## config.mk

```make
export PLATFORM = sky130hd
export DESIGN_NAME = hpc_core
export DESIGN_NICKNAME = d
export VERILOG_FILES = /design/src/rtl/hpc_pkg.sv /design/src/rtl/hpc_core.sv
export SDC_FILE = /design/constraint.sdc
export NUM_CORES = 2
export LEC_CHECK = 0
export BUFFER_PORTS_ARGS = -buffer_cell sky130_fd_sc_hd__clkbuf_2
export CORE_ASPECT_RATIO = 1.75
export CORE_MARGIN = 3
export CORE_UTILIZATION = 42
export DETAILED_ROUTE_END_ITERATION = 10
export PLACE_DENSITY = 0.7
export SKIP_LAST_GASP = 1
export SYNTH_ARGS = -nofsm -noshare
export SYNTH_HDL_FRONTEND = slang
export SYNTH_SLANG_ARGS = --single-unit
```

## constraint.sdc

```tcl
create_clock -name clk -period 9.7 [get_ports clk]
set_clock_uncertainty 0.1 [all_clocks]
set_input_delay 0.485 -clock clk [delete_from_list [all_inputs] [get_ports clk]]
set_output_delay 0.485 -clock clk [all_outputs]
set_load 0.05 [all_outputs]
```

## src/rtl/hpc_pkg.sv

```systemverilog
// ----------------------------------------------------------------------------
// hpc_pkg
// shared constants, types and saturation helpers of the perceptron classifier
// ----------------------------------------------------------------------------
package hpc_pkg;

    localparam int MAX_FEATURE_BITS_DEF = 16;
    localparam int MAX_FEATURES_DEF     = 64;

    localparam int INDEX_W  = 32;
    localparam int VALUE_W  = 16;
    localparam int WEIGHT_W = 32;
    localparam int ACC_W    = 48;
    localparam int FB_W     = 5;
    localparam int CFG_AW   = 3;
    localparam int CFG_DW   = 32;

    localparam logic [FB_W-1:0] FEATURE_BITS_RESET = FB_W'(16);

    // register index as carried in paddr[CFG_AW-1:2]
    localparam logic REG_FEATURE_BITS = 1'b0;

    typedef struct packed {
        logic [FB_W-1:0] feature_bits;
    } cfg_t;

    typedef enum logic [3:0] {
        ST_CLEAR,
        ST_IDLE,
        ST_READ,
        ST_WAIT,
        ST_DONE,
        ST_TR_START,
        ST_TR_RDW,
        ST_TR_WR,
        ST_OUT
    } state_t;

    function automatic logic signed [ACC_W-1:0] sat_acc(input logic signed [ACC_W:0] v);
        logic signed [ACC_W-1:0] r;
        if (v[ACC_W] == v[ACC_W-1])
        begin
            r = v[ACC_W-1:0];
        end
        else if (v[ACC_W])
        begin
            r = {1'b1, {(ACC_W-1){1'b0}}};
        end
        else
        begin
            r = {1'b0, {(ACC_W-1){1'b1}}};
        end
        return r;
    endfunction

    function automatic logic signed [WEIGHT_W-1:0] sat_weight(
        input logic signed [WEIGHT_W+1:0] v
    );
        logic signed [WEIGHT_W-1:0] r;
        if ((v[WEIGHT_W+1:WEIGHT_W-1] == 3'b000) || (v[WEIGHT_W+1:WEIGHT_W-1] == 3'b111))
        begin
            r = v[WEIGHT_W-1:0];
        end
        else if (v[WEIGHT_W+1])
        begin
            r = {1'b1, {(WEIGHT_W-1){1'b0}}};
        end
        else
        begin
            r = {1'b0, {(WEIGHT_W-1){1'b1}}};
        end
        return r;
    endfunction

endpackage

```

## src/rtl/hpc_core.sv

```systemverilog
// ----------------------------------------------------------------------------
// hpc_core
// sequencer and datapath: dot product on arrival, training pass, result word
// ----------------------------------------------------------------------------
module hpc_core
    import hpc_pkg::*;
#(
    parameter int MAX_FEATURE_BITS = MAX_FEATURE_BITS_DEF,
    parameter int MAX_FEATURES     = MAX_FEATURES_DEF,
    localparam int BUF_AW = (MAX_FEATURES > 1) ? $clog2(MAX_FEATURES) : 1,
    localparam int BUF_W  = MAX_FEATURE_BITS + VALUE_W,
    localparam int CW     = $clog2(MAX_FEATURES + 1)
)
(
    input  logic                        clk,
    input  logic                        rst_n,
    input  cfg_t                        cfg,
    // input stream
    input  logic                        s_tvalid,
    output logic                        s_tready,
    input  logic [INDEX_W+VALUE_W-1:0]  s_tdata,
    input  logic [1:0]                  s_tuser,
    input  logic                        s_tlast,
    // result stream
    output logic                        m_tvalid,
    input  logic                        m_tready,
    output logic [ACC_W-1:0]            m_tdata,
    output logic [1:0]                  m_tuser,
    // weight ram
    output logic                        w_we,
    output logic [MAX_FEATURE_BITS-1:0] w_waddr,
    output logic [WEIGHT_W-1:0]         w_wdata,
    output logic [MAX_FEATURE_BITS-1:0] w_raddr,
    input  logic [WEIGHT_W-1:0]         w_rdata,
    // sample buffer ram
    output logic                        b_we,
    output logic [BUF_AW-1:0]           b_waddr,
    output logic [BUF_W-1:0]            b_wdata,
    output logic [BUF_AW-1:0]           b_raddr,
    input  logic [BUF_W-1:0]            b_rdata
);

    localparam logic [FB_W-1:0] FB_LIMIT = FB_W'(MAX_FEATURE_BITS);

    state_t state_reg, state_next;

    logic [CW-1:0]               count_reg;
    logic signed [ACC_W-1:0]     acc_reg;
    logic                        ovf_reg;
    logic                        op_reg, pos_reg, last_reg;
    logic signed [VALUE_W-1:0]   val_reg;
    logic signed [ACC_W-1:0]     prod_reg;
    logic                        prod_vld_reg;
    logic [CW-1:0]               tr_idx_reg;
    logic [MAX_FEATURE_BITS-1:0] upd_idx_reg;
    logic signed [VALUE_W:0]     delta_reg;
    logic                        upd_reg;
    logic [MAX_FEATURE_BITS-1:0] clr_reg;
    logic                        m_tvalid_reg;
    logic [ACC_W-1:0]            m_tdata_reg;
    logic [1:0]                  m_tuser_reg;

    logic                        accept, full, mistake, out_load;
    logic [FB_W-1:0]             fb_eff;
    logic [MAX_FEATURE_BITS-1:0] idx_mask, idx_masked;
    logic [CW-1:0]               tr_next;
    logic signed [ACC_W-1:0]     prod_full;
    logic signed [ACC_W:0]       acc_sum;
    logic signed [VALUE_W:0]     buf_val;
    logic signed [WEIGHT_W+1:0]  w_sum;

    // index mask from the register, clipped to the table size
    assign fb_eff = (cfg.feature_bits > FB_LIMIT) ? FB_LIMIT : cfg.feature_bits;

    always_comb
    begin
        for (int b = 0; b < MAX_FEATURE_BITS; b++)
        begin
            idx_mask[b] = (FB_W'(b) < fb_eff);
        end
    end

    assign idx_masked = s_tdata[MAX_FEATURE_BITS-1:0] & idx_mask;
    assign accept     = s_tvalid && s_tready;
    assign full       = (count_reg == CW'(MAX_FEATURES));
    assign tr_next    = count_reg == count_reg ? tr_idx_reg + 1'b1 : tr_idx_reg;
    assign mistake    = pos_reg ? (acc_reg <= 0) : (acc_reg >= 0);
    assign prod_full  = $signed(w_rdata) * val_reg;
    assign acc_sum    = {acc_reg[ACC_W-1], acc_reg} + {prod_reg[ACC_W-1], prod_reg};
    assign buf_val    = {b_rdata[BUF_W-1], b_rdata[BUF_W-1:MAX_FEATURE_BITS]};
    assign w_sum      = {{2{w_rdata[WEIGHT_W-1]}}, w_rdata}
                      + {{(WEIGHT_W-VALUE_W+1){delta_reg[VALUE_W]}}, delta_reg};

    assign m_tvalid = m_tvalid_reg;
    assign m_tdata  = m_tdata_reg;
    assign m_tuser  = m_tuser_reg;

    // next state
    always_comb
    begin
        state_next = state_reg;
        case (state_reg)
            ST_CLEAR:
            begin
                if (clr_reg == '1)
                begin
                    state_next = ST_IDLE;
                end
            end
            ST_IDLE:
            begin
                if (accept && !full)
                begin
                    state_next = ST_READ;
                end
                else if (accept && s_tlast)
                begin
                    state_next = ST_WAIT;
                end
            end
            ST_READ:     state_next = last_reg ? ST_WAIT : ST_IDLE;
            ST_WAIT:     state_next = ST_DONE;
            ST_DONE:     state_next = (op_reg && mistake) ? ST_TR_START : ST_OUT;
            ST_TR_START: state_next = ST_TR_RDW;
            ST_TR_RDW:   state_next = ST_TR_WR;
            ST_TR_WR:    state_next = (tr_next == count_reg) ? ST_OUT : ST_TR_RDW;
            ST_OUT:
            begin
                if (!m_tvalid_reg || m_tready)
                begin
                    state_next = ST_IDLE;
                end
            end
            default:     state_next = ST_CLEAR;
        endcase
    end

    // outputs of the sequencer
    always_comb
    begin
        s_tready = 1'b0;
        out_load = 1'b0;
        w_we     = 1'b0;
        w_waddr  = upd_idx_reg;
        w_wdata  = sat_weight(w_sum);
        w_raddr  = idx_masked;
        b_we     = 1'b0;
        b_waddr  = count_reg[BUF_AW-1:0];
        b_wdata  = {s_tdata[INDEX_W+VALUE_W-1:INDEX_W], idx_masked};
        b_raddr  = tr_next[BUF_AW-1:0];
        case (state_reg)
            ST_CLEAR:
            begin
                w_we    = 1'b1;
                w_waddr = clr_reg;
                w_wdata = '0;
            end
            ST_IDLE:
            begin
                s_tready = 1'b1;
                b_we     = accept && !full;
            end
            ST_TR_START:
            begin
                b_raddr = '0;
            end
            ST_TR_RDW:
            begin
                w_raddr = b_rdata[MAX_FEATURE_BITS-1:0];
            end
            ST_TR_WR:
            begin
                w_we = 1'b1;
            end
            ST_OUT:
            begin
                out_load = !m_tvalid_reg || m_tready;
            end
            default:
            begin
                s_tready = 1'b0;
            end
        endcase
    end

    // control registers
    always_ff @(posedge clk or negedge rst_n)
    begin
        if (!rst_n)
        begin
            state_reg    <= ST_CLEAR;
            count_reg    <= '0;
            acc_reg      <= '0;
            ovf_reg      <= 1'b0;
            op_reg       <= 1'b0;
            pos_reg      <= 1'b0;
            last_reg     <= 1'b0;
            prod_vld_reg <= 1'b0;
            tr_idx_reg   <= '0;
            upd_reg      <= 1'b0;
            clr_reg      <= '0;
            m_tvalid_reg <= 1'b0;
        end
        else
        begin
            state_reg    <= state_next;
            prod_vld_reg <= (state_reg == ST_READ);

            if (state_reg == ST_CLEAR)
            begin
                clr_reg <= clr_reg + 1'b1;
            end

            if (accept)
            begin
                op_reg   <= s_tuser[0];
                pos_reg  <= s_tuser[1];
                last_reg <= s_tlast;
            end

            if (out_load)
            begin
                count_reg <= '0;
                acc_reg   <= '0;
                ovf_reg   <= 1'b0;
            end
            else
            begin
                if (accept && !full)
                begin
                    count_reg <= count_reg + 1'b1;
                end
                if (accept && full)
                begin
                    ovf_reg <= 1'b1;
                end
                if (prod_vld_reg)
                begin
                    acc_reg <= sat_acc(acc_sum);
                end
            end

            if (state_reg == ST_TR_START)
            begin
                tr_idx_reg <= '0;
            end
            else if (state_reg == ST_TR_WR)
            begin
                tr_idx_reg <= tr_next;
            end

            if (state_reg == ST_DONE)
            begin
                upd_reg <= op_reg && mistake;
            end

            if (out_load)
            begin
                m_tvalid_reg <= 1'b1;
            end
            else if (m_tready)
            begin
                m_tvalid_reg <= 1'b0;
            end
        end
    end

    // payload registers
    always_ff @(posedge clk)
    begin
        if (accept)
        begin
            val_reg <= s_tdata[INDEX_W+VALUE_W-1:INDEX_W];
        end
        if (state_reg == ST_READ)
        begin
            prod_reg <= prod_full;
        end
        if (state_reg == ST_TR_RDW)
        begin
            upd_idx_reg <= b_rdata[MAX_FEATURE_BITS-1:0];
            delta_reg   <= pos_reg ? buf_val : -buf_val;
        end
        if (out_load)
        begin
            m_tdata_reg <= acc_reg;
            m_tuser_reg <= {ovf_reg, upd_reg};
        end
    end

endmodule

```

Yosys cells after proc, flatten, opt, wreduce, memory -nomap -nowiden
Index checks and enable logic that the tools add are counted.
{"block": "word_totals", "word_cells": 112, "inputBits": 124, "out_inout_bits": 162, "ff_bits": 236}
{"block": "classes", "n_reduce_logical": 18, "n_lt_le_gt_ge": 19, "n_mul": 1, "n_eq_ne": 16, "muxes": 33, "bitwise_logic": 1, "add_sub_neg": 6}
{"cell": "48-bit 2-to-1 mux", "n": 4}
{"cell": "32-bit 2-to-1 mux", "n": 3}
{"cell": "48-bit by 48-bit adder with 49-bit output", "n": 1}
{"cell": "48-bit by 1-bit >= comparator with 1-bit output (second input constant)", "n": 1}
{"cell": "48-bit by 1-bit <= comparator with 1-bit output (second input constant)", "n": 1}
{"cell": "32-bit by 16-bit multiplier with 48-bit output", "n": 1}
{"cell": "4-bit by 5-bit < comparator with 1-bit output (first input constant)", "n": 8}
{"cell": "4-bit case mux with 9 select lines", "n": 1}
{"cell": "32-bit by 17-bit adder with 33-bit output", "n": 1}
{"cell": "16-bit 2-to-1 mux", "n": 2}
{"cell": "7-bit 2-to-1 mux", "n": 4}
{"cell": "4-bit 2-to-1 mux", "n": 6}
{"cell": "3-bit by 5-bit < comparator with 1-bit output (first input constant)", "n": 4}
{"cell": "17-bit 2-to-1 mux", "n": 1}
{"cell": "16-bit negation with 17-bit output", "n": 1}
{"cell": "16-bit by 1-bit adder with 16-bit output (second input constant)", "n": 1}
{"cell": "16-bit bitwise AND", "n": 1}
{"cell": "16-bit == test (second input constant)", "n": 1}
{"cell": "4-bit by 3-bit == test with 1-bit output (second input constant)", "n": 4}
{"cell": "7-bit by 1-bit adder with 7-bit output (second input constant)", "n": 2}
{"cell": "1-bit by 5-bit < comparator with 1-bit output (first input constant)", "n": 2}
{"cell": "2-bit by 5-bit < comparator with 1-bit output (first input constant)", "n": 2}
{"cell": "2-bit nonzero test", "n": 5}
{"cell": "1-bit 2-to-1 mux", "n": 9}
{"cell": "other kinds (20)", "n": 28}

Logic depth before layout (Yosys ltp)
{"block": "logic_depth", "ltp_word": 7, "mapped_depth": 26, "ltp_nobuf": 24}

Worst setup path before layout
Ideal clock, no wire load.
{"block": "synth_timing", "path_kind": "register to register", "startpoint": "reg val_reg[15]", "endpoint": "reg prod_reg[45] (data pin)", "n_path_buf": 2, "period_less_slack_ns": 6.704, "stages_incl_launch_ff": 21, "required_ns": 9.420, "arrival_ns": 6.424, "setup_ns": 0.180, "setup_slack_ns": 2.996, "path_cell_list": "edfxtp_1 -> clkinv_1 -> clkbuf_1 -> nor2_1 -> fa_1 -> fa_1 -> fa_1 -> fa_1 -> fa_1 -> inv_1 -> fa_1 -> inv_1 -> ha_1 -> clkbuf_1 -> nand4_1 -> a2111oi_0 -> a21oi_1 -> o41ai_2 -> a211oi_1 -> or3_1 -> o311ai_1"}
{"block": "synth_between", "elab_chain_len": 1}
{"element": "start, declared", "line_no": "hpc_core.sv:51", "text": "logic signed [VALUE_W-1:0] val_reg;"}
{"element": "start signal, assigned", "line_no": "hpc_core.sv:273", "text": "val_reg <= s_tdata[INDEX_W+VALUE_W-1:INDEX_W];"}
{"element": "32-bit by 16-bit multiplier with 48-bit output", "line_no": "hpc_core.sv:88", "text": "assign prod_full = $signed(w_rdata) * val_reg;"}
{"element": "net prod_full[45]", "line_no": "hpc_core.sv:67", "text": "logic signed [ACC_W-1:0] prod_full;"}
{"element": "end signal, assigned", "line_no": "hpc_core.sv:277", "text": "prod_reg <= prod_full;"}
{"element": "end, declared", "line_no": "hpc_core.sv:52", "text": "logic signed [ACC_W-1:0] prod_reg;"}
The timed path passes the listed nets, and every way through them passes these cells.
A chain may end at the register's enable or synchronous reset.

Worst setup path after layout
{"block": "layout_timing", "startpoint": "reg val_reg[1]", "endpoint": "reg prod_reg[46] (data pin)"}
The elaborated chain is that of the path after synthesis.

==> run_summary.xml <==
<?xml version="1.0" encoding="UTF-8"?>
<metrics>
  <group name="status">
    <metric name="run_status" unit="">finished, final reports clean</metric>
  </group>
  <group name="job">
    <metric name="cap_violations" unit="">0</metric>
  </group>
  <group name="timing">
    <metric name="timing_max_transition_violations_final" unit="">0</metric>
    <metric name="finalHoldViolCount" unit="">0</metric>
    <metric name="timing.final.ws_setup" unit="ns">1.82</metric>
    <metric name="finalWorstPathRequiredPeriod" unit="ns">7.88</metric>
    <metric name="rsz_0062_raised_after_global_routing" unit="">no</metric>
    <metric name="timing.max_slew.rel_slack" unit="%">34.8</metric>
    <metric name="post_route_fraction_of_the_period_consumed_by_the_critical_path" unit="%">81.3</metric>
    <metric name="timing.final.setup_violations" unit="">0</metric>
    <metric name="max_freq" unit="GHz">0.127</metric>
    <metric name="finalSetupTns" unit="ns">0</metric>
    <metric name="worst_pin_slew" unit="ns">0.978</metric>
  </group>
  <group name="final_layout">
    <metric name="mostFrequentLayoutCells" unit="">595 x sky130_fd_sc_hd__inv_1, 488 x sky130_fd_sc_hd__fa_1, 422 x sky130_fd_sc_hd__nand2_1</metric>
    <metric name="layout_commonest_cell" unit="">sky130_fd_sc_hd__inv_1</metric>
    <metric name="final_area" unit="um^2">35100</metric>
    <metric name="drive_gt1_share" unit="%">11.2</metric>
    <metric name="final.fill_count" unit="">7189</metric>
    <metric name="ff_latch_area" unit="um^2">6640</metric>
    <metric name="multi_input_comb_area" unit="um^2">22200</metric>
    <metric name="area.growth.synth_to_final" unit="%">9.91</metric>
    <metric name="antenna-diode-count" unit="">0</metric>
    <metric name="final_net_count" unit="">4360</metric>
  </group>
  <group name="synthesis">
    <metric name="synthTopCellsByArea" unit="">sky130_fd_sc_hd__fa_1 31%, sky130_fd_sc_hd__edfxtp_1 14%, sky130_fd_sc_hd__ha_1 7.8%, sky130_fd_sc_hd__inv_1 7.0%, sky130_fd_sc_hd__dfrtp_1 7.0%</metric>
    <metric name="postSynthAreaPerCell" unit="um^2">9.52</metric>
    <metric name="yosysUniqueCellTypes" unit="">102</metric>
    <metric name="yosysSeqAreaShare" unit="%">20.8</metric>
    <metric name="yosys.area_share.simple" unit="%">14.6</metric>
    <metric name="synth.area.mux_share" unit="%">0.737</metric>
    <metric name="synth_warnings" unit="">0</metric>
    <metric name="synth_top_area_share" unit="%">30.6</metric>
    <metric name="yosys.area_share.adder" unit="%">38.5</metric>
    <metric name="synth_compound_gate_area_share" unit="%">11.3</metric>
    <metric name="mappedNetlistNets" unit="">4162</metric>
    <metric name="synthFlopType" unit="">sky130_fd_sc_hd__edfxtp_1</metric>
    <metric name="synth.largest_area_cell" unit="">sky130_fd_sc_hd__fa_1</metric>
    <metric name="synthArstFlopShare" unit="%">37.7</metric>
    <metric name="mappedNetlistArea" unit="um^2">31900</metric>
    <metric name="parity_gate_share_of_the_synthesized_area_counting_xor_and_xnor_cells" unit="%">4.44</metric>
    <metric name="synth_enable_flop_cells" unit="">147</metric>
    <metric name="number_of_synthesized_register_bits" unit="">236</metric>
    <metric name="synth_top_family_by_area" unit="">adder cells</metric>
    <metric name="syn-instance-count" unit="">3351</metric>
  </group>
  <group name="floorplanning">
    <metric name="boundaryPins" unit="">286</metric>
    <metric name="dieArea" unit="um^2">79400</metric>
    <metric name="design.core.area" unit="um^2">75200</metric>
    <metric name="die_height" unit="um">371</metric>
    <metric name="fp.dieW" unit="um">214</metric>
    <metric name="num_rows" unit="">133</metric>
    <metric name="start_util" unit="%">42.4</metric>
  </group>
  <group name="clock_network">
    <metric name="cts.clk_slew.worst_paths" unit="ns">0.06</metric>
    <metric name="tritoncts.num_buffers" unit="">25</metric>
    <metric name="post-cts-setup-buffer-count" unit="">0</metric>
    <metric name="cts_num_sinks" unit="">236</metric>
    <metric name="cts_resized" unit="">0</metric>
    <metric name="cts_root_buffer" unit="">sky130_fd_sc_hd__clkbuf_16</metric>
    <metric name="clk_path_buf_depth" unit="">3</metric>
    <metric name="cts_hold_repair.buffers" unit="">33</metric>
    <metric name="cts_tree" unit="">yes</metric>
    <metric name="htree_num_levels" unit="">1</metric>
    <metric name="worstSkewPairLatency" unit="ns">0.58</metric>
  </group>
  <group name="worst_setup_path">
    <metric name="timing_worst_setup_path_type" unit="">reg2reg</metric>
    <metric name="timing.critical_path.buf_inv" unit="">5</metric>
    <metric name="cp_slowest_stage_delay" unit="ns">0.90</metric>
    <metric name="worst_path_dominant_cell_family" unit="">adder cells</metric>
    <metric name="worst_ep_required_time" unit="ns">9.98</metric>
    <metric name="cp_cell_sequence" unit="">buf_4 &gt; nand2_1 &gt; fa_1 &gt; fa_1 &gt; fa_1 &gt; inv_1 &gt; fa_1 &gt; fa_1 &gt; inv_1 &gt; fa_1 &gt; inv_1 &gt; ha_1 &gt; inv_1 &gt; or3_1 &gt; nor3b_1 &gt; o21ai_0 &gt; o41ai_1 &gt; o211ai_1 &gt; nand2_1 &gt; a311o_1 &gt; xor2_1</metric>
    <metric name="cp-start-kind" unit="">flip-flop</metric>
    <metric name="worst_ep_arrival_time" unit="ns">8.16</metric>
    <metric name="cp_common_cell" unit="">sky130_fd_sc_hd__fa_1</metric>
    <metric name="worst-path-max-fanout" unit="">21</metric>
    <metric name="setup.worst_path.end_class" unit="">flip-flop</metric>
    <metric name="worst_path_max_delay_cell" unit="">sky130_fd_sc_hd__o41ai_1</metric>
    <metric name="timing.reg2reg.setup_slack" unit="ns">1.82</metric>
  </group>
  <group name="detailed_routing">
    <metric name="total_drc_errors_in_the_routed_layout" unit="">0</metric>
    <metric name="via_count" unit="">24500</metric>
    <metric name="totalWireLength" unit="um">87000</metric>
    <metric name="routed_wire_length_per_instance" unit="um">19.0</metric>
    <metric name="viasPerCell" unit="">5.36</metric>
    <metric name="dr.first_iter.drc_count" unit="">1332</metric>
    <metric name="antenna_left" unit="">0</metric>
    <metric name="drtPass1Iterations" unit="">7</metric>
  </group>
  <group name="global_route">
    <metric name="grt_use_total" unit="%">21.7</metric>
    <metric name="via_count_of_the_first_global_routing_pass" unit="">26100</metric>
    <metric name="pin_count_of_the_biggest_net_entering_global_routing" unit="">64</metric>
    <metric name="antenna_found_initial" unit="">0</metric>
    <metric name="grt_first_pass_wirelength" unit="um">138000</metric>
    <metric name="grt_overflow_total" unit="">0</metric>
  </group>
  <group name="min_path">
    <metric name="worstHoldPathType" unit="">in2reg</metric>
  </group>
  <group name="placement">
    <metric name="postPlaceCellArea" unit="um^2">33900</metric>
    <metric name="dp_slack" unit="ns">1.85</metric>
    <metric name="place.gp.congestion" unit="">0.932</metric>
    <metric name="port_buffers" unit="">269</metric>
    <metric name="dp_hpwl" unit="um">68300</metric>
  </group>
</metrics>
cells by family (layout without fill, tap and decap cells):
| kind of cell | count (synthesis) | count (layout) |
|---|---|---|
| mux | 21 | 21 |
| compound gates | 522 | 522 |
| xor+xnor | 161 | 161 |
| buf+inv | 754 | 971 |
| simple gates | 969 | 969 |
| flops | 236 | 236 |
| fa+ha+maj | 688 | 688 |
worst paths after layout:
check	startpoint	endpoint	cells past startpoint
setup / recovery	val_reg[1]$_DFFE_PP_	prod_reg[46]$_DFFE_PP_	21
hold / removal	b_rdata[12]	upd_idx_reg[12]$_DFFE_PP_	1
setup reg to reg	val_reg[1]$_DFFE_PP_	prod_reg[46]$_DFFE_PP_	21
hold reg to reg	upd_reg$_DFFE_PN0N_	m_tuser[0]$_DFFE_PP_	0
max in group asynchronous	rst_n	acc_reg[44]$_DFFE_PN0P_	3
min in group asynchronous	rst_n	tr_idx_reg[2]$_DFFE_PN0P_	2
per-layer routing:
metal	routed length (um)	up-vias	GRT usage, %
met3	4450	295	2.52
met2	46000	837	40.5
li1	-	11100	-
met5	0	-	0
met1	31400	12300	24.2
met4	5160	0	11.5
cell type report:
cell class	count	share of cell area, %
multi-input combinational	2361	63.4
sequential	236	18.9
inverter	596	6.38
timing repair buffer	329	5.37
tap	1012	3.61
clock buffer	34	2.14
clock inverter	12	0.196
synthesized netlist by cell type, types with 8 or more instances:
master                     number
sky130_fd_sc_hd__a211oi_1      14
sky130_fd_sc_hd__a21boi_0      12
sky130_fd_sc_hd__a21o_1        60
sky130_fd_sc_hd__a21oi_1      126
sky130_fd_sc_hd__a221o_1       41
sky130_fd_sc_hd__a31oi_1       17
sky130_fd_sc_hd__and2_1       213
sky130_fd_sc_hd__and3_1        15
sky130_fd_sc_hd__buf_4         22
sky130_fd_sc_hd__buf_6          9
sky130_fd_sc_hd__clkbuf_1     113
sky130_fd_sc_hd__dfrtp_1       89
sky130_fd_sc_hd__edfxtp_1     147
sky130_fd_sc_hd__fa_1         488
sky130_fd_sc_hd__ha_1         199
sky130_fd_sc_hd__inv_1        595
sky130_fd_sc_hd__mux2_2        20
sky130_fd_sc_hd__nand2_1      422
sky130_fd_sc_hd__nand2b_1      29
sky130_fd_sc_hd__nand3_1       46
sky130_fd_sc_hd__nand4_1       22
sky130_fd_sc_hd__nor2_1       125
sky130_fd_sc_hd__nor2b_1       15
sky130_fd_sc_hd__nor3_1        27
sky130_fd_sc_hd__nor4_1        17
sky130_fd_sc_hd__o211ai_1      11
sky130_fd_sc_hd__o21a_1        26
sky130_fd_sc_hd__o21ai_0      108
sky130_fd_sc_hd__o21bai_1      23
sky130_fd_sc_hd__o31ai_1        8
sky130_fd_sc_hd__or3_1         14
sky130_fd_sc_hd__xnor2_1       94
sky130_fd_sc_hd__xor2_1        66
metrics by stage:
stage	hold slack [ns]	instances	utilization, %
2_1_floorplan	0.0894	3351	-
3_3_place_gp	0.322	4501	45.1
3_5_place_dp	0.325	4501	45.1
4_1_cts	0.00164	4580	46.6
5_1_grt	0.0114	4580	46.6
6_report	0.0503	4580	46.6
Power is left out: the tool's default activity adds up to more than one toggle a clock period on the data nets, which glitch-free logic cannot reach.
