===== src/rtl/hpc_pkg.sv =====
// ----------------------------------------------------------------------------
// hpc_pkg
// shared constants, types and saturation helpers of the perceptron classifier
// ----------------------------------------------------------------------------
package hpc_pkg;

    localparam int MAX_FEATURE_BITS_DEF = 16;
    localparam int MAX_FEATURES_DEF     = 64;

    localparam int INDEX_W  = 32;
    localparam int VALUE_W  = 16;
    localparam int WEIGHT_W = 32;
    localparam int ACC_W    = 48;
    localparam int FB_W     = 5;
    localparam int CFG_AW   = 3;
    localparam int CFG_DW   = 32;

    localparam logic [FB_W-1:0] FEATURE_BITS_RESET = FB_W'(16);

    // register index as carried in paddr[CFG_AW-1:2]
    localparam logic REG_FEATURE_BITS = 1'b0;

    typedef struct packed {
        logic [FB_W-1:0] feature_bits;
    } cfg_t;

    typedef enum logic [3:0] {
        ST_CLEAR,
        ST_IDLE,
        ST_READ,
        ST_WAIT,
        ST_DONE,
        ST_TR_START,
        ST_TR_RDW,
        ST_TR_WR,
        ST_OUT
    } state_t;

    function automatic logic signed [ACC_W-1:0] sat_acc(input logic signed [ACC_W:0] v);
        logic signed [ACC_W-1:0] r;
        if (v[ACC_W] == v[ACC_W-1])
        begin
            r = v[ACC_W-1:0];
        end
        else if (v[ACC_W])
        begin
            r = {1'b1, {(ACC_W-1){1'b0}}};
        end
        else
        begin
            r = {1'b0, {(ACC_W-1){1'b1}}};
        end
        return r;
    endfunction

    function automatic logic signed [WEIGHT_W-1:0] sat_weight(
        input logic signed [WEIGHT_W+1:0] v
    );
        logic signed [WEIGHT_W-1:0] r;
        if ((v[WEIGHT_W+1:WEIGHT_W-1] == 3'b000) || (v[WEIGHT_W+1:WEIGHT_W-1] == 3'b111))
        begin
            r = v[WEIGHT_W-1:0];
        end
        else if (v[WEIGHT_W+1])
        begin
            r = {1'b1, {(WEIGHT_W-1){1'b0}}};
        end
        else
        begin
            r = {1'b0, {(WEIGHT_W-1){1'b1}}};
        end
        return r;
    endfunction

endpackage


===== src/rtl/hpc_cfg.sv =====
// ----------------------------------------------------------------------------
// hpc_cfg
// apb register file holding the feature_bits register
// ----------------------------------------------------------------------------
module hpc_cfg
    import hpc_pkg::*;
(
    input  logic              clk,
    input  logic              rst_n,
    input  logic              psel,
    input  logic              penable,
    input  logic              pwrite,
    input  logic [CFG_AW-1:0] paddr,
    input  logic [CFG_DW-1:0] pwdata,
    output logic [CFG_DW-1:0] prdata,
    output logic              pready,
    output cfg_t              cfg
);

    logic [FB_W-1:0] fb_reg;
    logic            hit;

    assign hit    = (paddr[CFG_AW-1:2] == REG_FEATURE_BITS);
    assign pready = 1'b1;
    assign prdata = hit ? CFG_DW'(fb_reg) : '0;
    assign cfg.feature_bits = fb_reg;

    always_ff @(posedge clk or negedge rst_n)
    begin
        if (!rst_n)
        begin
            fb_reg <= FEATURE_BITS_RESET;
        end
        else if (psel && penable && pwrite && pready && hit)
        begin
            fb_reg <= pwdata[FB_W-1:0];
        end
    end

endmodule


===== config.mk =====
export PLATFORM = sky130hd
export DESIGN_NAME = hpc_cfg
export DESIGN_NICKNAME = d
export VERILOG_FILES = /design/src/rtl/hpc_pkg.sv /design/src/rtl/hpc_cfg.sv
export SDC_FILE = /design/constraint.sdc
export NUM_CORES = 1
export LEC_CHECK = 0
export BUFFER_PORTS_ARGS = -buffer_cell sky130_fd_sc_hd__buf_2
export CAP_MARGIN = 20
export CELL_PAD_IN_SITES_DETAIL_PLACEMENT = 1
export CELL_PAD_IN_SITES_GLOBAL_PLACEMENT = 2
export CORE_UTILIZATION = 10
export CTS_CLUSTER_SIZE = 20
export DETAILED_ROUTE_END_ITERATION = 10
export PLACE_DENSITY = 0.69
export SETUP_SLACK_MARGIN = 0.02
export SYNTH_ARGS = -nofsm -noshare
export SYNTH_HDL_FRONTEND = slang
export SYNTH_SLANG_ARGS = --single-unit

===== constraint.sdc =====
create_clock -name clk -period 0.8 [get_ports clk]
set_input_delay 0.12 -clock clk [delete_from_list [all_inputs] [get_ports clk]]
set_output_delay 0.12 -clock clk [all_outputs]
set_load 0.02 [all_outputs]

### Word-level counts from Yosys, hierarchy flattened

Index checks and enable logic that the tools add are counted.

* register bits after elaboration: 5
* bits in latches: 0
* bits in writable memories: 0
* memory bits (read-only): 0
* input port bits: 40
* output and inout port bits: 38
* logic and storage cells: 6
* memories kept: 0

* add/subtract/negate cells: 0
* multiply operators: 0
* div/mod/pow operators: 0
* order comparisons: 0
* equality and inequality tests: 0
* shift-type cells: 0
* muxes and demuxes: 1
* bitwise gates (word level): 1
* reductions and logical operators: 3

Operators with widths (number)
* 2-to-1 mux 5 bit: 1
* logical AND 1 bit: 3
* NOT 1 bit: 1

### Logic depth before layout (Yosys ltp)

Gate-level depths: netlist of run 1.

* word-level depth: 3
* gate-level depth with buffers: 2
* gate-level depth less buffers: 2

### Worst setup path after synthesis of run 1

OpenSTA, ideal clock, no wires.

* kind: reg2out
* from: reg fb_reg[4], in the netlist cfg[4]
* to: out prdata[4]
* data arrival time: 0.784 ns
* data required time: 0.680 ns
* path slack: -0.104 ns
* cell stages (with the launch flop): 2
* buffers on the path: 0
* cells stage by stage: dfstp_2 and2b_2

* longest elaborated chain between the ends: 1

Ends and longest elaborated chain
* from (decl): line hpc_cfg.sv:20 `logic [FB_W-1:0] fb_reg;`
* from (signal assigned): line hpc_cfg.sv:36 `fb_reg <= pwdata[FB_W-1:0];`
* 2-to-1 mux 5 bit: line hpc_cfg.sv:25 `assign prdata = hit ? CFG_DW'(fb_reg) : '0;`
* to (decl): line hpc_cfg.sv:15 `output logic [CFG_DW-1:0] prdata,`

Every way passes these cells.

### Worst setup path in the final report of run 1

Same ends and word-level chain as after synthesis.

==> out/results.md, run 1 <==
• outcome: complete, but fails checks
• violated checks: negative setup slack
• largest driver fanout on the critical path: 2
• sequential group share of total power: 23.6%
• data required time at the worst endpoint: 0.68 ns
• fraction of layout instances using a drive strength above 1: 59.5%
• number of flip-flops in the largest register: 5
• launching element type of the critical path: flip-flop
• total number of placement rows: 24
• part of the total power dissipated in the clock network: 30.5%
• Hold EP: cfg[1]
• vias in the first global route: 342
• startpoint of the lowest-slack register-to-register path: cfg[3]
• horizontal die dimension: 70.4 µm
• clock slew seen by the registers of the worst setup and hold paths: 0.04 ns
• Reg2Reg Capture Point: cfg[3]
• number of max-cap violations: 0
• switching power as a share of total power: 34.5%
• Starting Density: 10.6%
• mapped cell area: 468 µm²
• cell count of the worst hold path: 2
• proportion of power drawn by combinational gates: 45.9%
• leakage: 0.383 nW
• Post-Synthesis Cells: 46
• nets@finish: 115
• gr usage total: 4.39%
• CTS tree: yes
• clock buffers created by TritonCTS: 3
• worst-case clock skew: 0 ns
• unrepaired setup endpoints after global routing: yes
• Seq/Total Area, Yosys: 27.0%
• hold slack: 0.129 ns
• CP Class: reg2out
• type of destination of the critical path: primary output
• total of endpoints with negative setup slack in the final report: 15
• net switching power of the design: 0.542 mW
• WP data arrival: 1.00 ns
• TritonCTS Sinks: 5
• FMAX: 892 MHz
• wire length after detailed routing: 1060 µm
• critical path launch point: cfg[4]
• Synth warnings: 0
• reg2reg setup slack: -0.09 ns
• first-iteration detailed-routing DRC count: 2
• number of I/O pins: 78
• global route overflow: 0
• number of antenna violations at the first check in global routing: 0
• wire length of the first global-routing pass: 1540 µm
• final hold violation count: 0
• Worst-Skew Late Latency: 0.23 ns
• fraction of the cycle the final worst path needs: 140%
• Fin Setup TNS: -2.67 ns
• maximum buffer depth of the clock tree: 2
• Synth-to-Final Area Change: 51.1%
• number of vias per cell after detailed routing: 2.60
• distinct cell type count after synthesis: 7
• number of port buffers: 20
• total number of vias: 328
• post-layout worst setup margin: -0.321 ns
• Max Transition Viols Final: 0
• number of remaining DRC errors: 0
• mean instance size in the synthesized netlist: 10.2 µm²
• vertical die dimension: 70.4 µm
• pin count of the biggest net entering global routing: 6
• total inserted antenna cells: 0
• logic depth of the worst register-to-register path: 2
• min-delay src: pwdata[1]
• power density normalized to cell area: 2220 nW/µm²
• largest voltage drop on the vdd net: 849 µV
• overall power after layout: 1.57 mW
• final weighted congestion in routability-driven placement: 0.656
• Yosys reg bits: 5
• TritonRoute pass-1 iters: 2
• H-tree levels: 1
• time the final worst path needs with I/O delays and setup: 1.12 ns
• core region area: 4410 µm²
• WL per Instance: 8.44 µm
• min-delay worst type: in2reg
• clock tree root driver cell: sky130_fd_sc_hd__clkbuf_8
• internal power: 1.03 mW
• Antenna Nets Post-Route: 0
• total die area: 4960 µm²
## cell families (layout without fill, tap and decap cells)
| logic type | Yosys count | in the layout | share of synthesized area [%] |
|---|---|---|---|
| flops | 5 | 5 | 27.0 |
| simple gates | 6 | 6 | 14.4 |
| buf+inv | 28 | 30 | 44.9 |
| mux | 5 | 5 | 12.0 |
| other cells | 2 | 28 | 1.60 |
## worst max-delay path by stage
stage,end,slack (ns),depth (start not counted)
2_1_floorplan,prdata[4],-0.10,1
3_3_place_gp,prdata[4],-0.13,2
3_5_place_dp,prdata[4],-0.15,2
4_1_cts,prdata[4],-0.34,2
5_1_grt,prdata[4],-0.35,2
6_report,prdata[4],-0.32,2
## placed cells by master (no fill, tap or decap)
master,n
sky130_fd_sc_hd__conb_1,28
sky130_fd_sc_hd__buf_6,13
sky130_fd_sc_hd__buf_2,10
sky130_fd_sc_hd__and2b_2,5
sky130_fd_sc_hd__mux2_4,4
sky130_fd_sc_hd__dfrtp_2,4
sky130_fd_sc_hd__clkbuf_8,3
sky130_fd_sc_hd__buf_4,2
sky130_fd_sc_hd__nand4b_4,1
sky130_fd_sc_hd__mux2_2,1
sky130_fd_sc_hd__dfstp_2,1
sky130_fd_sc_hd__clkbuf_1,1
sky130_fd_sc_hd__dlygate4sd3_1,1
## per-layer routing
layer	up-vias	GRT usage, %	share of wire (%)
met5	-	0	0
met4	0	4.67	4.0
met3	5	1.73	12
met2	33	8.25	59
met1	147	3.05	25
li1	143	-	-
## layout make-up
class | count | area, µm²
clock buffers | 4 | 45.0
fillers | 525 | 3710
multi-input cells | 39 | 244
flip-flops and latches | 5 | 131
well taps | 52 | 65.1
repair buffers | 26 | 221
## through the flow
step | std cells | area [µm²] | setup slack (ns) | utilization, %
2_1_floorplan | 72 | 586 | -0.104 | -
3_3_place_gp | 117 | 548 | -0.130 | 12.4
3_5_place_dp | 117 | 548 | -0.146 | 12.4
4_1_cts | 126 | 701 | -0.338 | 15.9
5_1_grt | 126 | 707 | -0.347 | 16.0
6_report | 126 | 707 | -0.321 | 16.0
## power by group through the flow
| stage | registers [mW] | logic [mW] | clock network [mW] |
|---|---|---|---|
| 6_report | 0.371 | 0.722 | 0.479 |
| 5_1_grt | 0.377 | 0.757 | 0.494 |
| 4_1_cts | 0.371 | 0.709 | 0.494 |
| 3_5_place_dp | 0.379 | 0.488 | 0 |
| 3_3_place_gp | 0.371 | 0.481 | 0 |
| 2_1_floorplan | 0.437 | 0.380 | 0 |
## synth_stat cells
| cell type | number | area (µm²) |
|---|---|---|
| sky130_fd_sc_hd__dfrtp_1 | 4 | 100 |
| sky130_fd_sc_hd__buf_4 | 28 | 210 |
| sky130_fd_sc_hd__conb_1 | 2 | 7.51 |
| sky130_fd_sc_hd__dfstp_2 | 1 | 26.3 |
| sky130_fd_sc_hd__nand4b_4 | 1 | 23.8 |
| sky130_fd_sc_hd__and2b_2 | 5 | 43.8 |
| sky130_fd_sc_hd__mux2_2 | 5 | 56.3 |
## critical path, cell delays in order, from the launching register on
cell                      delay (ns)
sky130_fd_sc_hd__dfstp_2        0.52
sky130_fd_sc_hd__and2b_2        0.15
sky130_fd_sc_hd__buf_6          0.11
## what timing repair did
| item | in CTS | in global routing |
|---|---|---|
| hold buffers | 1 | 0 |
| resized for setup | 21 | 2 |
| setup endpoints to repair | 13 | 15 |
| endpoints found under the hold margin | 5 | 0 |
| setup buffers | 4 | 0 |
Power figures use the tool's default switching activity.
==> run 2: changes to the inputs <==
--- a/config.mk
+++ b/config.mk
@@ -17,3 +17,4 @@
 export SYNTH_ARGS = -nofsm -noshare
 export SYNTH_HDL_FRONTEND = slang
 export SYNTH_SLANG_ARGS = --single-unit
+export TNS_END_PERCENT = 20
==> run 2 against run 1 <==
- the run still ends with negative setup slack left
- die area did not move
- non-clock buffer count fell by 2
- register-to-register slack hardly changed
- core utilization shrank 1.7 points
- critical path depth did not move
- clock-buffer cell count is the same
- cell count shrank 1.6%
- critical path type unchanged
- worst setup slack worse by 0.0027 ns
- combinational power shrank 23%
- maximum frequency shrank 0.24%
- power fell by 12%
- worst hold slack better by 0.0010 ns
==> out/results.md, run 2 (same netlist as run 1, synthesis figures left out) <==
• number of remaining DRC errors: 0, unchanged
• vertical die dimension: 70.4 µm, unchanged
• met2 usage: 6.46%, -1.8 points
• WL per Instance: 8.40 µm, -0.49%
• Crit-path slowest cell: sky130_fd_sc_hd__dfstp_2
• number of I/O pins: 78, unchanged
• final weighted congestion in routability-driven placement: 0.627, -4.4%
• total die area: 4960 µm², unchanged
• power density normalized to cell area: 2180 nW/µm², -1.8%
• outcome: complete, but fails checks
• worst-case clock skew: 0 ns, unchanged
• Reg2Reg Capture Point: cfg[0]
• CTS tree: yes
• gr usage total: 4.12%, -0.27 points
• Antenna Nets Post-Route: 0, unchanged
• GR met3 Demand/Resource: 2.45%, +0.72 points
• launching element type of the critical path: flip-flop
• GRT Max-Usage Layer: met2
• minimum setup slack after placement: -0.125 ns, +0.0205 ns
• Worst-Skew Late Latency: 0.22 ns, about the same
• min-delay src: pwdata[4]
• count of fill cells added during filler insertion: 528, +0.57%
• post-layout worst setup margin: -0.324 ns, -0.00270 ns
• total of endpoints with negative setup slack in the final report: 11, -4
• pin count of the biggest net entering global routing: 6, unchanged
• data required time at the worst endpoint: 0.68 ns, about the same
• hold slack: 0.130 ns, +0.00103 ns
• footprint of the multi-input gates: 236 µm², -3.1%
• startpoint of the lowest-slack register-to-register path: cfg[0]
• total area of sequential cells: 128 µm², -2.9%
• top library cells by usage in the layout, fill and taps aside: sky130_fd_sc_hd__conb_1 (28), sky130_fd_sc_hd__buf_2 (16), sky130_fd_sc_hd__and2b_2 (5)
• TritonCTS Sinks: 5, unchanged
• number of port buffers: 20, unchanged
• overall power after layout: 1.38 mW, -12%
• Max Transition Viols Final: 0, unchanged
• core region area: 4410 µm², unchanged
• number of flip-flops in the largest register: 5, unchanged
• critical-path cell list: and2b_2, buf_6
• clock slew seen by the registers of the worst setup and hold paths: 0.04 ns, about the same
• horizontal die dimension: 70.4 µm, unchanged
• leading cell type in the layout, fill and taps excluded: sky130_fd_sc_hd__conb_1
• reg2reg setup slack: -0.09 ns, about the same
• global route overflow: 0, unchanged
• cell area reported after detailed placement: 541 µm², -1.4%
• fraction of layout instances using a drive strength above 1: 54.2%, -5.3 points
• H-tree levels: 1, unchanged
• TritonRoute pass-1 iters: 2, unchanged
• total inserted antenna cells: 0, unchanged
• met1 track demand over resource: 4.36%, +1.3 points
• wire length of the first global-routing pass: 1500 µm, -2.7%
• wire length after detailed routing: 1040 µm, -2.1%
• clock tree root driver cell: sky130_fd_sc_hd__clkbuf_8
• CP Class: reg2out
• final hold violation count: 0, unchanged
• clock buffers created by TritonCTS: 3, unchanged
• largest voltage drop on the vdd net: 1100 µV, +29%
• min-delay worst type: in2reg
• number of max-cap violations: 0, unchanged
• vias in the first global route: 300, -12%
• FMAX: 890 MHz, -0.24%
• type of destination of the critical path: primary output
• total number of placement rows: 24, unchanged
• maximum buffer depth of the clock tree: 2, unchanged
• largest driver fanout on the critical path: 3, +1
• violated checks: negative setup slack
• nets@finish: 113, -1.7%
• total number of vias: 315, -4.0%
• cell area after layout: 632 µm², -11%
• Hold EP: cfg[4]
• unrepaired setup endpoints after global routing: yes
• Synth-to-Final Area Change: 35.0%
• fraction of the cycle the final worst path needs: 141%, +0.34 points
• number of antenna violations at the first check in global routing: 0, unchanged
• cell count of the worst hold path: 2, unchanged
• HPWL reported at the end of detailed placement: 891 µm
• leakage: 0.353 nW, -7.9%
• time the final worst path needs with I/O delays and setup: 1.12 ns, +0.00270 ns
• first-iteration detailed-routing DRC count: 3, +1
• WP data arrival: 1.00 ns, about the same
• number of vias per cell after detailed routing: 2.54, -2.4%
• Starting Density: 10.6%, unchanged
• logic depth of the worst register-to-register path: 2, unchanged
• largest incremental delay on the critical path: 0.53 ns, about the same
## run 2: changes by cell type in the layout (fill, tap and decap cells not counted)
cell / delta
sky130_fd_sc_hd__dfrtp_1: +3
sky130_fd_sc_hd__buf_6: -9
sky130_fd_sc_hd__buf_4: +1
sky130_fd_sc_hd__dfrtp_2: -3
sky130_fd_sc_hd__buf_2: +6
sky130_fd_sc_hd__mux2_4: -2
sky130_fd_sc_hd__mux2_2: +2
## run 2: cell type report
class / instances / area share [%]
sequential: 5 / 20.2
clock buffer: 4 / 7.13
multi-input combinational: 39 / 37.4
tap: 52 / 10.3
timing repair buffer: 24 / 25.0
## run 2: layer usage
| metal | vias up | routed length [µm] |
|---|---|---|
| li1 | 139 | - |
| met1 | 142 | 387 |
| met2 | 34 | 521 |
| met3 | 0 | 134 |
| met4 | 0 | 0 |
| met5 | - | 0 |
## run 2: timing repair
item	in CTS	in global routing
hold endpoints to repair	5	0
buffers inserted	1	0
setup endpoints to repair	12	14
pin swaps	0	0
gates resized for setup	6	3
hold buffers	1	0
## run 2: worst max path at each step
stage / from / to / slack [ns] / cells past startpoint
6_report: cfg[4] / prdata[4] / -0.32 / 2
5_1_grt: cfg[4] / prdata[4] / -0.36 / 2
4_1_cts: cfg[4] / prdata[4] / -0.34 / 2
3_5_place_dp: cfg[4] / prdata[4] / -0.13 / 2
3_3_place_gp: paddr[2] / cfg[0] / -0.11 / 3
2_1_floorplan: cfg[4] / prdata[4] / -0.10 / 1
## run 2: through the flow
step,utilization (%),TNS [ns],instances
2_1_floorplan,-,-0.300,72
3_3_place_gp,12.2,-0.726,118
3_5_place_dp,12.2,-0.761,118
4_1_cts,14.1,-2.31,124
5_1_grt,14.3,-2.52,124
6_report,14.3,-2.16,124
## run 2: critical path, delay by kind of cell, from the launching register on
family	cells	cell delay, ns
buf+inv	1	0.11
flops	1	0.53
simple gates	1	0.15
## run 2: report_power, final
group          switching (mW)  total (mW)  internal [mW]
clock network           0.120       0.461          0.342
logic                   0.325       0.555          0.229
registers              0.0425       0.364          0.321
==> run 3: changes to the inputs <==
--- a/config.mk
+++ b/config.mk
@@ -5,6 +5,7 @@
 export SDC_FILE = /design/constraint.sdc
 export NUM_CORES = 1
 export LEC_CHECK = 0
+export ABC_AREA = 1
 export BUFFER_PORTS_ARGS = -buffer_cell sky130_fd_sc_hd__buf_2
 export CAP_MARGIN = 20
 export CELL_PAD_IN_SITES_DETAIL_PLACEMENT = 1
@@ -12,8 +13,9 @@
 export CORE_UTILIZATION = 10
 export CTS_CLUSTER_SIZE = 20
 export DETAILED_ROUTE_END_ITERATION = 10
-export PLACE_DENSITY = 0.69
+export PLACE_DENSITY = 0.73
 export SETUP_SLACK_MARGIN = 0.02
+export SKIP_CTS_REPAIR_TIMING = 1
 export SYNTH_ARGS = -nofsm -noshare
 export SYNTH_HDL_FRONTEND = slang
 export SYNTH_SLANG_ARGS = --single-unit
==> run 3 against run 2 <==
- largest power group is now clock
- the run ends with design-rule violations, negative setup slack left
- clock-buffer cell count unchanged
- register-to-register slack improved by 0.16 ns
- wire length decreased by 6.6%
- cell count increased by 14%
- final area decreased by 2.4%
- via count increased by 19%
- clock power increased by 1%
- critical endpoint unchanged
- worst setup slack improved by 0.013 ns
- first-iteration DRC count increased to 10 times the previous value
- clock skew unchanged
- power decreased by 7.3%
==> out/results.md, run 3 <==
• Synth warnings: 0, unchanged
• Area contributors post-synth: sky130_fd_sc_hd__buf_4 (44%), sky130_fd_sc_hd__dfrtp_1 (21%), sky130_fd_sc_hd__nand2_1 (8.6%)
• unrepaired setup endpoints after global routing: yes
• asr flop ratio synth: 100%, unchanged
• number of max-cap violations: 0, unchanged
• WP data arrival: 0.99 ns, about the same
• mapped cell area: 478 µm², +2.1%
• vertical die dimension: 71.1 µm, +1.0%
• total area of sequential cells: 126 µm², -0.98%
• Worst-Skew Late Latency: 0.22 ns, about the same
• Synth top area share: 44.0%, -0.94 points
• number of I/O pins: 78, unchanged
• fraction of the cycle the final worst path needs: 139%, -1.6 points
• number of flip-flops in the largest register: 5, unchanged
• type of destination of the critical path: primary output
• vias in the first global route: 322, +7.3%
• final core occ: 13.8%, -0.53 points
• min-delay src: pwdata[4]
• nets@finish: 130, +15%
• most frequent cells after synthesis: sky130_fd_sc_hd__buf_4 (28), sky130_fd_sc_hd__nand2_1 (11), sky130_fd_sc_hd__inv_1 (7), sky130_fd_sc_hd__nand3_1 (5), sky130_fd_sc_hd__nor2_1 (5)
• largest voltage drop on the vdd net: 274 µV, -75%
• TritonCTS Sinks: 5, unchanged
• clock slew seen by the registers of the worst setup and hold paths: 0.03 ns, about the same
• largest incremental delay on the critical path: 0.54 ns, about the same
• gr usage total: 3.92%, -0.20 points
• time the final worst path needs with I/O delays and setup: 1.11 ns, -0.0132 ns
• footprint of the multi-input gates: 220 µm², -6.9%
• Synth-to-Final Area Change: 29.1%
• total inserted antenna cells: 0, unchanged
• critical-path cell list: inv_2, nor2_4, buf_6
• EDFF count, synth: 0, unchanged
• WL per Instance: 6.90 µm, -18%
• CTS tree: yes
• cell area after layout: 617 µm², -2.4%
• cell accounting for the most synthesized area: sky130_fd_sc_hd__buf_4
• met1 track demand over resource: 3.89%, -0.47 points
• fraction of layout instances using a drive strength above 1: 32.6%, -22 points
• Reg2Reg Capture Point: cfg[0]
• HPWL reported at the end of detailed placement: 823 µm, -7.6%
• distinct cell type count after synthesis: 10, +3
• Post-Synthesis Cells: 65, +41%
• core region area: 4470 µm², +1.4%
• total number of placement rows: 24, unchanged
• TritonRoute pass-1 iters: 7, +5
• cell area reported after detailed placement: 538 µm², -0.46%
• number of port buffers: 20, unchanged
• min-delay worst type: in2reg
• H-tree levels: 1, unchanged
• Antenna Nets Post-Route: 0, unchanged
• count of buffer and inverter cells on the critical path: 2, +1
• number of vias per cell after detailed routing: 2.66, +4.7%
• data required time at the worst endpoint: 0.68 ns, about the same
• reg2reg setup slack: 0.07 ns, +0.16 ns
• minimum setup slack after placement: -0.122 ns, +0.00310 ns
• maximum buffer depth of the clock tree: 2, unchanged
• total die area: 5060 µm², +2.1%
• number of antenna violations at the first check in global routing: 0, unchanged
• CP Class: reg2out
• launching element type of the critical path: flip-flop
• GR met3 Demand/Resource: 1.14%, -1.3 points
• Fin Setup TNS: -1.61 ns, +0.550 ns
• leakage: 0.370 nW, +4.9%
• clock buffers created by TritonCTS: 3, unchanged
• worst-case clock skew: 0 ns, unchanged
• met2 usage: 6.09%, -0.37 points
• leading cell type in the layout, fill and taps excluded: sky130_fd_sc_hd__conb_1
• global route overflow: 0, unchanged
• final hold violation count: 0, unchanged
• count leader, synth: sky130_fd_sc_hd__buf_4
• power density normalized to cell area: 2070 nW/µm², -5.1%
• final weighted congestion in routability-driven placement: 0.672, +7.1%
• Starting Density: 10.7%, +0.081 points
• largest driver fanout on the critical path: 3, unchanged
• first-iteration detailed-routing DRC count: 31, +28
• Hold EP: cfg[4]
• total of endpoints with negative setup slack in the final report: 10, -1
• total number of vias: 375, +19%
• family with the most delay on the worst path: flip-flops
• outcome: complete, but fails checks
• logic depth of the worst register-to-register path: 3, +1
• pin count of the biggest net entering global routing: 7, +1
• wire length after detailed routing: 973 µm, -6.6%
• Max Transition Viols Final: 0, unchanged
• mean instance size in the synthesized netlist: 7.35 µm², -28%
• count of fill cells added during filler insertion: 543, +2.8%
• startpoint of the lowest-slack register-to-register path: cfg[0]
• FMAX: 900 MHz, +1.2%
• cell count of the worst hold path: 3, +1
• post-layout worst setup margin: -0.311 ns, +0.0132 ns
• horizontal die dimension: 71.1 µm, +1.0%
• GRT Max-Usage Layer: met2
• number of remaining DRC errors: 4, +4
• Yosys reg bits: 5, unchanged
• clock tree root driver cell: sky130_fd_sc_hd__clkbuf_8
• Crit-path slowest cell: sky130_fd_sc_hd__dfstp_2
• Seq/Total Area, Yosys: 26.4%, -0.57 points
• top library cells by usage in the layout, fill and taps aside: sky130_fd_sc_hd__conb_1 (28), sky130_fd_sc_hd__buf_2 (15), sky130_fd_sc_hd__nand2_1 (11)
• wire length of the first global-routing pass: 1430 µm, -4.6%
• ys flop type: sky130_fd_sc_hd__dfrtp_1
• violated checks: design-rule violations, negative setup slack
[run 3: changes by cell type in the layout (fill, tap and decap cells not counted), moves of 2 or more]
| cell | before | now |
|---|---|---|
| sky130_fd_sc_hd__and2b_2 | 5 | 0 |
| sky130_fd_sc_hd__buf_4 | 3 | 5 |
| sky130_fd_sc_hd__buf_6 | 4 | 1 |
| sky130_fd_sc_hd__inv_1 | 0 | 6 |
| sky130_fd_sc_hd__mux2_2 | 3 | 0 |
| sky130_fd_sc_hd__mux2_4 | 2 | 0 |
| sky130_fd_sc_hd__nand2_1 | 0 | 11 |
| sky130_fd_sc_hd__nand3_1 | 0 | 5 |
| sky130_fd_sc_hd__nor2_1 | 0 | 4 |
| sky130_fd_sc_hd__nor2_4 | 0 | 2 |
[run 3: cell type report]
type	instances	share of cell area, %
Inverter	7	4.26
Timing Repair Buffer	22	21.7
Sequential cell	5	20.5
Multi-Input combinational cell	51	35.7
Tap cell	52	10.5
Clock buffer	4	7.30
[run 3: worst max path at each step]
| stage | start | to | slack [ns] | cells after the start |
|---|---|---|---|---|
| 2_1_floorplan | cfg[4] | prdata[4] | -0.12 | 2 |
| 3_3_place_gp | cfg[4] | prdata[4] | -0.11 | 3 |
| 3_5_place_dp | cfg[4] | prdata[4] | -0.12 | 3 |
| 4_1_cts | cfg[4] | prdata[4] | -0.36 | 3 |
| 5_1_grt | cfg[4] | prdata[4] | -0.36 | 3 |
| 6_report | cfg[4] | prdata[4] | -0.31 | 3 |
[run 3: where the power goes]
part / total [mW] / internal (mW) / switching [mW]
logic: 0.464 / 0.139 / 0.325
clock network: 0.467 / 0.342 / 0.125
registers: 0.348 / 0.310 / 0.0382
total: 1.28 / 0.791 / 0.488
[run 3: layer usage]
metal  share of wire, %  vias to the layer above
li1                   -                      182
met1                 33                      158
met2                 50                       30
met3                 12                        5
met4                5.0                        0
met5                  0                        -
[run 3: per-stage QoR]
step	total power [mW]	instances	hold slack (ns)
floorplan	0.749	91	-0.176
global placement	0.771	135	-0.0634
detailed placement	0.774	135	-0.0576
CTS	1.26	139	-0.294
global route	1.36	141	0.139
finish	1.28	141	0.122
[run 3: cells by family (layout without fill, tap and decap cells)]
group,Yosys count,after routing,share of synthesized area [%]
AND/OR/NAND/NOR,23,23,22.5
other,2,28,1.57
buffers and inverters,35,33,49.5
flip-flops,5,5,26.4
[run 3: tightest hold or removal path, delay by kind of cell]
family,cells,cell delay [ns]
buffers and inverters,1,0.10
AND/OR/NAND/NOR,2,0.12
